[src/hdl/greedy_change_maker_core_assert.svh]
// Assertion macros for the greedy change maker core.
// Expects clk_i and rst_ni in the scope of use; no other dependencies.
`ifndef GREEDY_CHANGE_MAKER_CORE_ASSERT_SVH
`define GREEDY_CHANGE_MAKER_CORE_ASSERT_SVH

// Same-cycle implication.
`define GCM_ASSERT_NOW(label, ante, cons) \
  label: assert property (@(posedge clk_i) disable iff (!rst_ni) (ante) |-> (cons)) \
    else $error("gcm assertion failed");

// Next-cycle implication.
`define GCM_ASSERT_NEXT(label, ante, cons) \
  label: assert property (@(posedge clk_i) disable iff (!rst_ni) (ante) |=> (cons)) \
    else $error("gcm assertion failed");

`endif

[src/hdl/gcm_pkg.sv]
// Package for the greedy change maker: widths, denomination and reciprocal
// tables, and the control/result structs. No dependencies.
`timescale 1ns / 1ps

package gcm_pkg;

  localparam int AmountWidth = 24;
  localparam int DenomWidth  = 16;
  localparam int CountWidth  = 24;
  localparam int IdxWidth    = 4;
  localparam int NumDenoms   = 15;
  localparam int CoinStart   = 7;

  // Reciprocal divide for the first denomination of each set.
  localparam int RecipWidth  = 25;
  localparam int ProdWidth   = AmountWidth + RecipWidth;
  localparam int ShiftNotes  = 40;
  localparam int ShiftCoins  = 32;
  localparam int QuotWidth   = ProdWidth - ShiftCoins;
  localparam int MulWidth    = QuotWidth + DenomWidth;

  localparam logic [RecipWidth-1:0] RecipNotes = 25'd21990233;  // 2^40 / 50000, rounded up
  localparam logic [RecipWidth-1:0] RecipCoins = 25'd21474837;  // 2^32 / 200, rounded up

  typedef struct packed {
    logic load;
    logic first;
  } cmd_t;

  typedef struct packed {
    logic [CountWidth-1:0]  cnt;
    logic [AmountWidth-1:0] rem;
  } res_t;

  function automatic logic [DenomWidth-1:0] denom_f(input logic [IdxWidth-1:0] idx);
    logic [DenomWidth-1:0] d;
    case (idx)
      4'd0:    d = 16'd50000;
      4'd1:    d = 16'd20000;
      4'd2:    d = 16'd10000;
      4'd3:    d = 16'd5000;
      4'd4:    d = 16'd2000;
      4'd5:    d = 16'd1000;
      4'd6:    d = 16'd500;
      4'd7:    d = 16'd200;
      4'd8:    d = 16'd100;
      4'd9:    d = 16'd50;
      4'd10:   d = 16'd20;
      4'd11:   d = 16'd10;
      4'd12:   d = 16'd5;
      4'd13:   d = 16'd2;
      4'd14:   d = 16'd1;
      default: d = 16'd1;
    endcase
    return d;
  endfunction

endpackage

[src/hdl/gcm_if.sv]
// Stream interfaces for the greedy change maker: input word and result word.
// Depends on gcm_pkg for field widths.
`timescale 1ns / 1ps

interface gcm_in_if;
  logic                               valid;
  logic                               ready;
  logic [gcm_pkg::AmountWidth-1:0]    amount_cents;
  logic                               use_notes;

  modport source (output valid, output amount_cents, output use_notes, input ready);
  modport sink   (input valid, input amount_cents, input use_notes, output ready);
endinterface

interface gcm_out_if;
  logic                               valid;
  logic                               ready;
  logic [gcm_pkg::DenomWidth-1:0]     denomination_cents;
  logic [gcm_pkg::CountWidth-1:0]     piece_count;
  logic                               is_last;

  modport source (output valid, output denomination_cents, output piece_count,
                  output is_last, input ready);
  modport sink   (input valid, input denomination_cents, input piece_count,
                  input is_last, output ready);
endinterface

[src/hdl/gcm_div_unit.sv]
// Shared divide unit: reciprocal multiply for the first denomination,
// compare-subtract for the rest. Depends on gcm_pkg.
`timescale 1ns / 1ps

module gcm_div_unit (
  input  logic                            clk_i,
  input  gcm_pkg::cmd_t                   cmd_i,
  input  logic [gcm_pkg::AmountWidth-1:0] load_amt_i,
  input  logic                            load_notes_i,
  input  logic [gcm_pkg::AmountWidth-1:0] dividend_i,
  input  logic [gcm_pkg::IdxWidth-1:0]    idx_i,
  input  logic                            notes_i,
  output gcm_pkg::res_t                   res_o
);

  logic [gcm_pkg::ProdWidth-1:0]   prod_q;
  logic [gcm_pkg::RecipWidth-1:0]  recip;
  logic [gcm_pkg::QuotWidth-1:0]   quot;
  logic [gcm_pkg::MulWidth-1:0]    qd;
  logic [gcm_pkg::DenomWidth-1:0]  d;
  logic [gcm_pkg::AmountWidth-1:0] d1;
  logic [gcm_pkg::AmountWidth-1:0] d2;
  logic                            ge1;
  logic                            ge2;

  assign recip = load_notes_i ? gcm_pkg::RecipNotes : gcm_pkg::RecipCoins;

  always_ff @(posedge clk_i) begin
    if (cmd_i.load) begin
      prod_q <= gcm_pkg::ProdWidth'(load_amt_i) * gcm_pkg::ProdWidth'(recip);
    end
  end

  always_comb begin
    d    = gcm_pkg::denom_f(idx_i);
    quot = notes_i ? gcm_pkg::QuotWidth'(prod_q[gcm_pkg::ProdWidth-1:gcm_pkg::ShiftNotes])
                   : prod_q[gcm_pkg::ProdWidth-1:gcm_pkg::ShiftCoins];
    qd   = gcm_pkg::MulWidth'(quot) * gcm_pkg::MulWidth'(d);
    d1   = gcm_pkg::AmountWidth'(d);
    d2   = d1 << 1;
    ge2  = dividend_i >= d2;
    ge1  = dividend_i >= d1;
    if (cmd_i.first) begin
      res_o.cnt = gcm_pkg::CountWidth'(quot);
      res_o.rem = dividend_i - qd[gcm_pkg::AmountWidth-1:0];
    end else if (ge2) begin
      res_o.cnt = gcm_pkg::CountWidth'(2);
      res_o.rem = dividend_i - d2;
    end else if (ge1) begin
      res_o.cnt = gcm_pkg::CountWidth'(1);
      res_o.rem = dividend_i - d1;
    end else begin
      res_o.cnt = '0;
      res_o.rem = dividend_i;
    end
  end

endmodule

[src/hdl/greedy_change_maker_core.sv]
// Greedy change maker top level: sequencer, shared divide unit, output register.
// Depends on gcm_pkg, gcm_if, gcm_div_unit and the assertion macro header.
//
//   port    dir   word fields
//   in_i    sink  amount_cents[23:0], use_notes
//   out_o   src   denomination_cents[15:0], piece_count[23:0], is_last
//
// Accepting an amount starts the reciprocal multiply; the first denomination is then
// resolved in StFin and each remaining denomination in turn in StStep, until the
// remainder reaches zero or the last denomination is done.
// A zero amount returns to idle at once. The sequencer holds while a used
// denomination waits on a full output register. Reset clears all control state.
`timescale 1ns / 1ps
`include "greedy_change_maker_core_assert.svh"

module greedy_change_maker_core (
  input  logic      clk_i,
  input  logic      rst_ni,
  gcm_in_if.sink    in_i,
  gcm_out_if.source out_o
);

  localparam logic [1:0] StIdle = 2'd0;
  localparam logic [1:0] StFin  = 2'd1;
  localparam logic [1:0] StStep = 2'd2;

  logic [1:0]                      state_q, state_d;
  logic [gcm_pkg::AmountWidth-1:0] rem_q, rem_d;
  logic [gcm_pkg::IdxWidth-1:0]    idx_q, idx_d;
  logic                            notes_q, notes_d;

  logic                            out_valid_q, out_valid_d;
  logic [gcm_pkg::DenomWidth-1:0]  out_denom_q, out_denom_d;
  logic [gcm_pkg::CountWidth-1:0]  out_cnt_q, out_cnt_d;
  logic                            out_last_q, out_last_d;

  gcm_pkg::cmd_t cmd;
  gcm_pkg::res_t res;
  logic          accept;
  logic          working;
  logic          emit;
  logic          out_free;
  logic          advance;

  assign in_i.ready = (state_q == StIdle);
  assign accept     = in_i.valid && in_i.ready;
  assign working    = (state_q == StFin) || (state_q == StStep);
  assign emit       = working && (res.cnt != '0);
  assign out_free   = !out_valid_q || out_o.ready;
  assign advance    = working && (!emit || out_free);

  assign cmd = '{load: accept, first: (state_q == StFin)};

  gcm_div_unit u_div (
    .clk_i        (clk_i),
    .cmd_i        (cmd),
    .load_amt_i   (in_i.amount_cents),
    .load_notes_i (in_i.use_notes),
    .dividend_i   (rem_q),
    .idx_i        (idx_q),
    .notes_i      (notes_q),
    .res_o        (res)
  );

  always_comb begin
    state_d     = state_q;
    rem_d       = rem_q;
    idx_d       = idx_q;
    notes_d     = notes_q;
    out_valid_d = out_valid_q;
    out_denom_d = out_denom_q;
    out_cnt_d   = out_cnt_q;
    out_last_d  = out_last_q;

    if (out_o.ready) begin
      out_valid_d = 1'b0;
    end

    case (state_q)
      StIdle: begin
        if (accept) begin
          notes_d = in_i.use_notes;
          rem_d   = in_i.amount_cents;
          idx_d   = in_i.use_notes ? '0 : gcm_pkg::IdxWidth'(gcm_pkg::CoinStart);
          state_d = (in_i.amount_cents != '0) ? StFin : StIdle;
        end
      end
      StFin, StStep: begin
        if (advance) begin
          if (emit) begin
            out_valid_d = 1'b1;
            out_denom_d = gcm_pkg::denom_f(idx_q);
            out_cnt_d   = res.cnt;
            out_last_d  = (res.rem == '0);
          end
          rem_d   = res.rem;
          idx_d   = idx_q + 1'b1;
          state_d = ((res.rem == '0) ||
                     (idx_q == gcm_pkg::IdxWidth'(gcm_pkg::NumDenoms - 1))) ? StIdle : StStep;
        end
      end
      default: begin
        state_d = StIdle;
      end
    endcase
  end

  always_ff @(posedge clk_i or negedge rst_ni) begin
    if (!rst_ni) begin
      state_q     <= StIdle;
      rem_q       <= '0;
      idx_q       <= '0;
      notes_q     <= 1'b0;
      out_valid_q <= 1'b0;
    end else begin
      state_q     <= state_d;
      rem_q       <= rem_d;
      idx_q       <= idx_d;
      notes_q     <= notes_d;
      out_valid_q <= out_valid_d;
    end
  end

  always_ff @(posedge clk_i) begin
    out_denom_q <= out_denom_d;
    out_cnt_q   <= out_cnt_d;
    out_last_q  <= out_last_d;
  end

  assign out_o.valid              = out_valid_q;
  assign out_o.denomination_cents = out_denom_q;
  assign out_o.piece_count        = out_cnt_q;
  assign out_o.is_last            = out_last_q;

  `GCM_ASSERT_NOW(a_busy_rem_nonzero, state_q != StIdle, rem_q != '0)
  `GCM_ASSERT_NEXT(a_start_fin, accept && (in_i.amount_cents != '0), state_q == StFin)
  `GCM_ASSERT_NEXT(a_stall_hold, working && emit && !out_free,
                   $stable(rem_q) && $stable(idx_q) && $stable(state_q))
  `GCM_ASSERT_NEXT(a_last_idle, advance && emit && (res.rem == '0),
                   (state_q == StIdle) && out_valid_q && out_last_q)

endmodule

[src/flat_wrapper.sv]
// flat-port wrapper written by rule: the top's interface ports become plain ports
module greedy_change_maker_core_flat 
  (clk_i, rst_ni, in_i_valid, in_i_amount_cents, in_i_use_notes, in_i_ready, out_o_valid, out_o_denomination_cents, out_o_piece_count, out_o_is_last, out_o_ready);
  gcm_in_if in_i_i ();
  gcm_out_if out_o_i ();
  input  logic clk_i;
  input  logic rst_ni;
  input wire logic [$bits(in_i_i.valid)-1:0] in_i_valid;
  input wire logic [$bits(in_i_i.amount_cents)-1:0] in_i_amount_cents;
  input wire logic [$bits(in_i_i.use_notes)-1:0] in_i_use_notes;
  output wire logic [$bits(in_i_i.ready)-1:0] in_i_ready;
  output wire logic [$bits(out_o_i.valid)-1:0] out_o_valid;
  output wire logic [$bits(out_o_i.denomination_cents)-1:0] out_o_denomination_cents;
  output wire logic [$bits(out_o_i.piece_count)-1:0] out_o_piece_count;
  output wire logic [$bits(out_o_i.is_last)-1:0] out_o_is_last;
  input wire logic [$bits(out_o_i.ready)-1:0] out_o_ready;
  assign in_i_i.valid = in_i_valid;
  assign in_i_i.amount_cents = in_i_amount_cents;
  assign in_i_i.use_notes = in_i_use_notes;
  assign in_i_ready = in_i_i.ready;
  assign out_o_valid = out_o_i.valid;
  assign out_o_denomination_cents = out_o_i.denomination_cents;
  assign out_o_piece_count = out_o_i.piece_count;
  assign out_o_is_last = out_o_i.is_last;
  assign out_o_i.ready = out_o_ready;
  greedy_change_maker_core u_core (.clk_i(clk_i), .rst_ni(rst_ni), .in_i(in_i_i), .out_o(out_o_i));
endmodule
[config.mk]
export PLATFORM = sky130hd
export DESIGN_NAME = greedy_change_maker_core_flat
export DESIGN_NICKNAME = d
export VERILOG_FILES = /design/src/hdl/gcm_pkg.sv /design/src/hdl/gcm_if.sv /design/src/hdl/gcm_div_unit.sv /design/src/hdl/greedy_change_maker_core.sv /design/src/flat_wrapper.sv
export VERILOG_INCLUDE_DIRS = /design/src /design/src/hdl
export SDC_FILE = /design/constraint.sdc
export NUM_CORES = 2
export LEC_CHECK = 0
export ABC_CLOCK_PERIOD_IN_PS = 8500
export BUFFER_PORTS_ARGS = -buffer_cell sky130_fd_sc_hd__buf_4
export CAP_MARGIN = 20
export CORE_AREA = 4 4 229 231
export DETAILED_ROUTE_END_ITERATION = 10
export DIE_AREA = 0 0 233 235
export HOLD_SLACK_MARGIN = 0.05
export PLACE_DENSITY = 0.69
export SLEW_MARGIN = 0
export SYNTH_ARGS = -nofsm -noshare
export SYNTH_HDL_FRONTEND = slang
export SYNTH_SLANG_ARGS = --single-unit
[constraint.sdc]
create_clock -name clk_i -period 8.5 [get_ports clk_i]
set_input_delay 2.125 -clock clk_i [delete_from_list [all_inputs] [get_ports clk_i]]
set_output_delay 2.125 -clock clk_i [all_outputs]
set_load 0.02 [all_outputs]
# Word level (Yosys, flattened, before mapping)
# Memories as Yosys holds them, arrays and structs flattened. A register that Yosys moved wholly into a read port is not among the register bits.
# Cells that the tools add are included.
[op_classes] add_sub_neg=4 multipliers=2 order_cmp=2 eq_ne=5 muxes=21 n_reduce_logical=19
[op_table] operator="multiplier 24 x 25 -> 49 bit" n=1
[op_table] operator="two-way mux 24 bit" n=2
[op_table] operator="one-hot mux 24 bit (2 select lines)" n=1
[op_table] operator="nonzero test 24 bit" n=2
[op_table] operator="two-way mux 41 bit" n=1
[op_table] operator="two-way mux 26 bit" n=1
[op_table] operator="two-way mux 25 bit" n=1
[op_table] operator="greater-or-equal comparator 24 x 16 -> 1 bit" n=1
[op_table] operator="greater-or-equal comparator 24 x 17 -> 1 bit" n=1
[op_table] operator="zero test 24 bit" n=1
[op_table] operator="multiplier 17 x 16 -> 24 bit" n=1
[op_table] operator="subtractor 24 x 16 -> 24 bit" n=1
[op_table] operator="subtractor 24 x 17 -> 24 bit" n=1
[op_table] operator="subtractor 24 bit" n=1
[op_table] operator="two-way mux 20 bit" n=1
[op_table] operator="two-way mux 17 bit" n=1
[op_table] operator="two-way mux 4 bit" n=2
[op_table] operator="one-hot mux 4 bit (2 select lines)" n=1
[op_table] operator="two-way mux 2 bit" n=3
[op_table] operator="AND reduction 3 bit" n=2
[op_table] operator="two-way mux 1 bit" n=5
[op_table] operator="adder 4 x 1 -> 4 bit, second input constant" n=1
[op_table] operator="== test 4 bit, second input constant" n=1
[op_table] operator="logical OR 1 bit" n=4
[op_table] operator="other kinds (12)" n=16
[totals] register_bits=106 rom_bits=512 elab_cells=63 n_memories=2
[mem_list] name="(name not given)" depth=16 word_bits=16 read_ports=1 rd_clocked_by_memory_dff=1 wr=0 line="gcm_pkg.sv:37" rtl="case (idx)"
[mem_list] name="(name not given)" depth=16 word_bits=16 read_ports=1 rd_clocked_by_memory_dff=0 wr=0 line="gcm_pkg.sv:37"

# Logic depth before layout (Yosys ltp)
# An unclocked memory read counts as a cell.
[logic_depth] depth_word=12 ltp_mapped=32 mapped_depth_nobuf=30

# Modules after synthesis
# From an unflattened synthesis, not the netlist that was laid out.
[unflattened] hier_cells=2877 hier_area_um2=27133.5
[by_module_without_submodules] module="gcm_div_unit" n_inst=1 cells_per_inst=2637 area_per_inst_um2=23789.1 seq_area_each_um2=510.5
[by_module_without_submodules] module="greedy_change_maker_core" n_inst=1 cells_per_inst=240 area_per_inst_um2=3344.5 seq_area_each_um2=2031.9

# Worst setup path before layout
# OpenSTA, ideal clock, no wires.
[synth_timing] path_kind="input port to flip-flop" start="in in_i_use_notes" end="reg u_core.u_div.prod_q[48] (netlist bit), data pin" setup_time_ns=0.259 arrival_time_ns=8.906 required_ns=8.241 slack_ns=-0.665 path_stages=27 path_buffers=2 path_cell_list="clkbuf_1 > clkbuf_1 > nand2_1 > fa_1 > inv_1 > fa_1 > inv_1 > fa_1 > fa_1 > inv_1 > fa_1 > inv_1 > fa_1 > fa_1 > inv_1 > ha_1 > nand4_1 > a211oi_1 > nand3_1 > o31ai_1 > a21oi_1 > or3_1 > a311oi_1 > a221oi_1 > o21ai_0 > a21oi_1 > xnor2_1"
[synth_via] elab_chain_len=2
[synth_lines] element="from (decl)" line="flat_wrapper.sv:10" rtl="input wire logic [$bits(in_i_i.use_notes)-1:0] in_i_use_notes;"
[synth_lines] element="two-way mux 20 bit" line="gcm_div_unit.sv:26" rtl="assign recip = load_notes_i ? gcm_pkg::RecipNotes : gcm_pkg::RecipCoins;"
[synth_lines] element="multiplier 24 x 25 -> 49 bit" line="gcm_div_unit.sv:30" rtl="prod_q <= gcm_pkg::ProdWidth'(load_amt_i) * gcm_pkg::ProdWidth'(recip);"
[synth_lines] element="to (signal assigned)" line="gcm_div_unit.sv:30"
[synth_lines] element="to (decl)" line="gcm_div_unit.sv:16" rtl="logic [gcm_pkg::ProdWidth-1:0] prod_q;"
# Every way passes these cells.
# A chain may end at the register's enable or synchronous reset.

# Worst setup path after layout
[layout_timing] start="in in_i_use_notes" end="reg u_core.u_div.prod_q[43] (netlist bit), data pin"
# The elaborated chain is that of the path after synthesis.

==> run_results.csv <==
group,metric,value,unit
final_layout,drive_gt1_frac,0.137,
synth,synth_area_leaders,"fa_1, ha_1, inv_1",
synth,synth_cells,2807,
routing,avgViaCountPerCell,5.47,
worst_setup_path,critPathSlowestCell,"fa_1",
sta,period_minus_slack,8.43,ns
sta,hold_viol_final,0,
sta,worst_pin_slew,0.987,ns
worst_setup_path,cp.arrival,8.55,ns
worst_setup_path,critical_path_buf_inv_count,5,
sta,tns,0,ns
die,die_h,235,um
clocking,clkTransAtPathRegs,0.06,ns
synth,yosys-top-cells-count,"inv_1, fa_1, ha_1",
sta,min_period_over_period,0.991,
routing,post-route-drc-count,0,
placement,hpwl,64000,um
synth,avgSynthCellArea,9.43,um2
routing,wl,74700,um
placement,gp_congestion,0.961,
die,dieArea,54800,um2
synth,yosysMostFrequentCell,"inv_1",
placement,place_ws,-0.602,ns
final_layout,utilization,0.597,
routing,wl_per_cell,20.1,um
clocking,cts_buffers,9,
die,initial_core_util,0.529,
final_layout,n_antenna_cell,0,
synth,synth_top_cell_by_area,"fa_1",
worst_hold_path,hp-class,"reg -> reg",
synth,ys_seq_area_frac,0.0881,
worst_setup_path,endpoint_kind,"flip-flop",
sta,clock.fmax,119,MHz
sta,relSlewSlack,0.342,
sta,finClkSkew,0.00851,ns
global_routing,grt_pass1_wl,120000,um
clocking,cts_root_buf,"clkbuf_16",
die,row_count,82,
synth,synth_edf_count,51,
clocking,clock_latency,0.37,ns
global_routing,grt_max_degree,55,
clocking,cts_max_path_buffers,2,
routing,via_count,20300,
synth,synth.top_cell.area_share,0.379,
synth,synth_area,26500,um2
clocking,cts_tree,"yes",
worst_setup_path,max_stage_delay,0.59,ns
worst_setup_path,cp_max_fo,7,
final_layout,syn_to_final_growth,12.8,%
synth,ys_types,82,
worst_setup_path,crit_type,"in -> reg",
global_routing,grt_overflow,0,
final_layout,fin_area,29900,um2
routing,first_pass_iters,6,
synth,yosysWarnings,0,
clocking,holdBufCountCts,0,
global_routing,antenna_found_initial,0,
sta,setup_viol,0,
final_layout,nets,3967,
final_layout,fillCellCount,4330,
placement,place_area,29200,um2
global_routing,grt_pass1_vias,22100,
clocking,clock_sinks,83,
die,coreArea,50100,um2
global_routing,grtUsageTotal,0.279,
synth,async_flop_share,0.386,
worst_setup_path,startpoint_type,"input port",
synth,synth-seq-cells,83,
routing,drt.antenna.violating_nets,0,
routing,drt_iter0_drc,1329,
sta,finalMaxSlewViolations,0,
worst_setup_path,critPathTopFamily,"adder cells",
worst_setup_path,critPathRequiredTime,8.62,ns
die,dieWidth,233,um
sta,setup_slack,0.0729,ns
worst_setup_path,crit_top_cell,"fa_1",
status,outcome,"finished, final reports clean",
flow_run,cap_violations,0,
synth,ys.flop_type,"edfxtp_1",
die,io_pins,72,
placement,portBuffers,64,
clocking,htree_levels,3,
sta,rsz0062_at_grt,"true",
==> layout make-up <==
type | count | area (um2) | share of cell area
multi-input combinational | 1982 | 21500 | 0.721
inverter | 663 | 2490 | 0.0834
timing repair buffer | 295 | 2380 | 0.0796
sequential | 83 | 2330 | 0.0781
clock buffer | 10 | 239 | 0.00800
tap | 672 | 841 | 0.0282
clock inverter | 6 | 47.5 | 0.00159
==> cell families (layout without fill, tap and decap cells) <==
logic type | count (synthesis) | after routing | share of synthesized area
AOI/OAI and AO/OA | 326 | 326 | 0.0818
xor gates and xnor gates | 76 | 76 | 0.0251
buffers and inverters | 755 | 974 | 0.110
adders and majority gates | 904 | 904 | 0.569
other | 2 | 15 | 0.000284
DFF | 83 | 83 | 0.0881
muxes | 42 | 42 | 0.0170
and+or+nand+nor | 619 | 619 | 0.108
==> worst reg2reg max path, cell delays in order (launching register included) <==
cell	delay (ns)
dfrtp_1	0.57
inv_1	0.16
ha_1	0.30
nand2_1	0.11
o21ai_0	0.08
nand2_1	0.08
and2_1	0.31
buf_4	0.27
nor2_1	0.09
fa_1	0.53
fa_1	0.49
fa_1	0.52
fa_1	0.59
fa_1	0.44
fa_1	0.51
inv_1	0.05
ha_1	0.34
and3_1	0.22
a221o_1	0.36
o21ai_0	0.27
o211a_1	0.20
o21bai_1	0.09
a31o_2	0.27
xnor2_1	0.13
a221oi_2	0.37
nand3_1	0.18
nor4_4	0.25
o32ai_1	0.15
==> path summary, 6_finish.rpt <==
path / startpoint / to / slack [ns] / cells after the start
worst min-delay path: u_core.out_o.valid / u_core.out_o.valid / 0.56 / 2
worst max register to register: u_core.idx_q[0] / u_core.state_q[1] / 0.39 / 27
worst min register to register: u_core.out_o.valid / u_core.out_o.valid / 0.56 / 2
worst max-delay path: in_i_use_notes / u_core.u_div.prod_q[43] / 0.07 / 25
min in group asynchronous: rst_ni / u_core.rem_q[4] / 1.68 / 1
max in group asynchronous: rst_ni / u_core.rem_q[23] / 6.49 / 1
==> sequential cells by signal, indices dropped and copies added, names as in the netlist <==
signal                           count
u_core.out_o.denomination_cents     16
u_core.idx_q                         4
u_core.rem_q                        24
u_core.out_o.is_last                 1
u_core.notes_q                       1
u_core.u_div.prod_q                 17
u_core.out_o.piece_count            17
u_core.out_o.valid                   1
u_core.state_q                       2
==> cell usage in the layout, fill, tap and decap left out, types with 21 or more instances in the layout <==
| cell type | netlist | routed |
|---|---|---|
| a21oi_1 | 80 | 72 |
| mux2i_1 | 30 | 28 |
| a211oi_1 | 22 | 21 |
| buf_4 | 7 | 279 |
| inv_1 | 662 | 655 |
| nor2_1 | 283 | 278 |
| nand4_1 | 21 | 21 |
| nand2_1 | 129 | 127 |
| fa_1 | 501 | 498 |
| o21ai_0 | 58 | 57 |
| xnor2_1 | 50 | 50 |
| a21o_1 | 23 | 23 |
| dfrtp_1 | 32 | 32 |
| nand2b_1 | 39 | 38 |
| ha_1 | 403 | 398 |
| xor2_1 | 26 | 26 |
| edfxtp_1 | 51 | 51 |
==> what timing repair did <==
item                                   4_1_cts  5_1_grt
buffers inserted                             1        5
resized for setup                           17       42
cloned                                       0        3
endpoints found under the hold margin        0        0
pin swaps                                   20       35
setup endpoints to repair                    7       10
==> stage by stage <==
stage / cells / hold WS, ns
2_1_floorplan: 2820 / 0.503
3_3_place_gp: 3686 / 0.546
3_5_place_dp: 3686 / 0.549
4_1_cts: 3703 / 0.572
5_1_grt: 3711 / 0.612
6_report: 3711 / 0.564
==> layer usage <==
metal | up-vias | track usage | wire [um]
li1 | 9274 | - | -
met5 | - | 0 | 0
met4 | 0 | 0.0935 | 3020
met3 | 163 | 0.0344 | 4810
met1 | 10100 | 0.361 | 29900
met2 | 759 | 0.484 | 37000
Power is not shown: default switching activity piles up to over one toggle a cycle in this logic, so the estimate is an artifact.
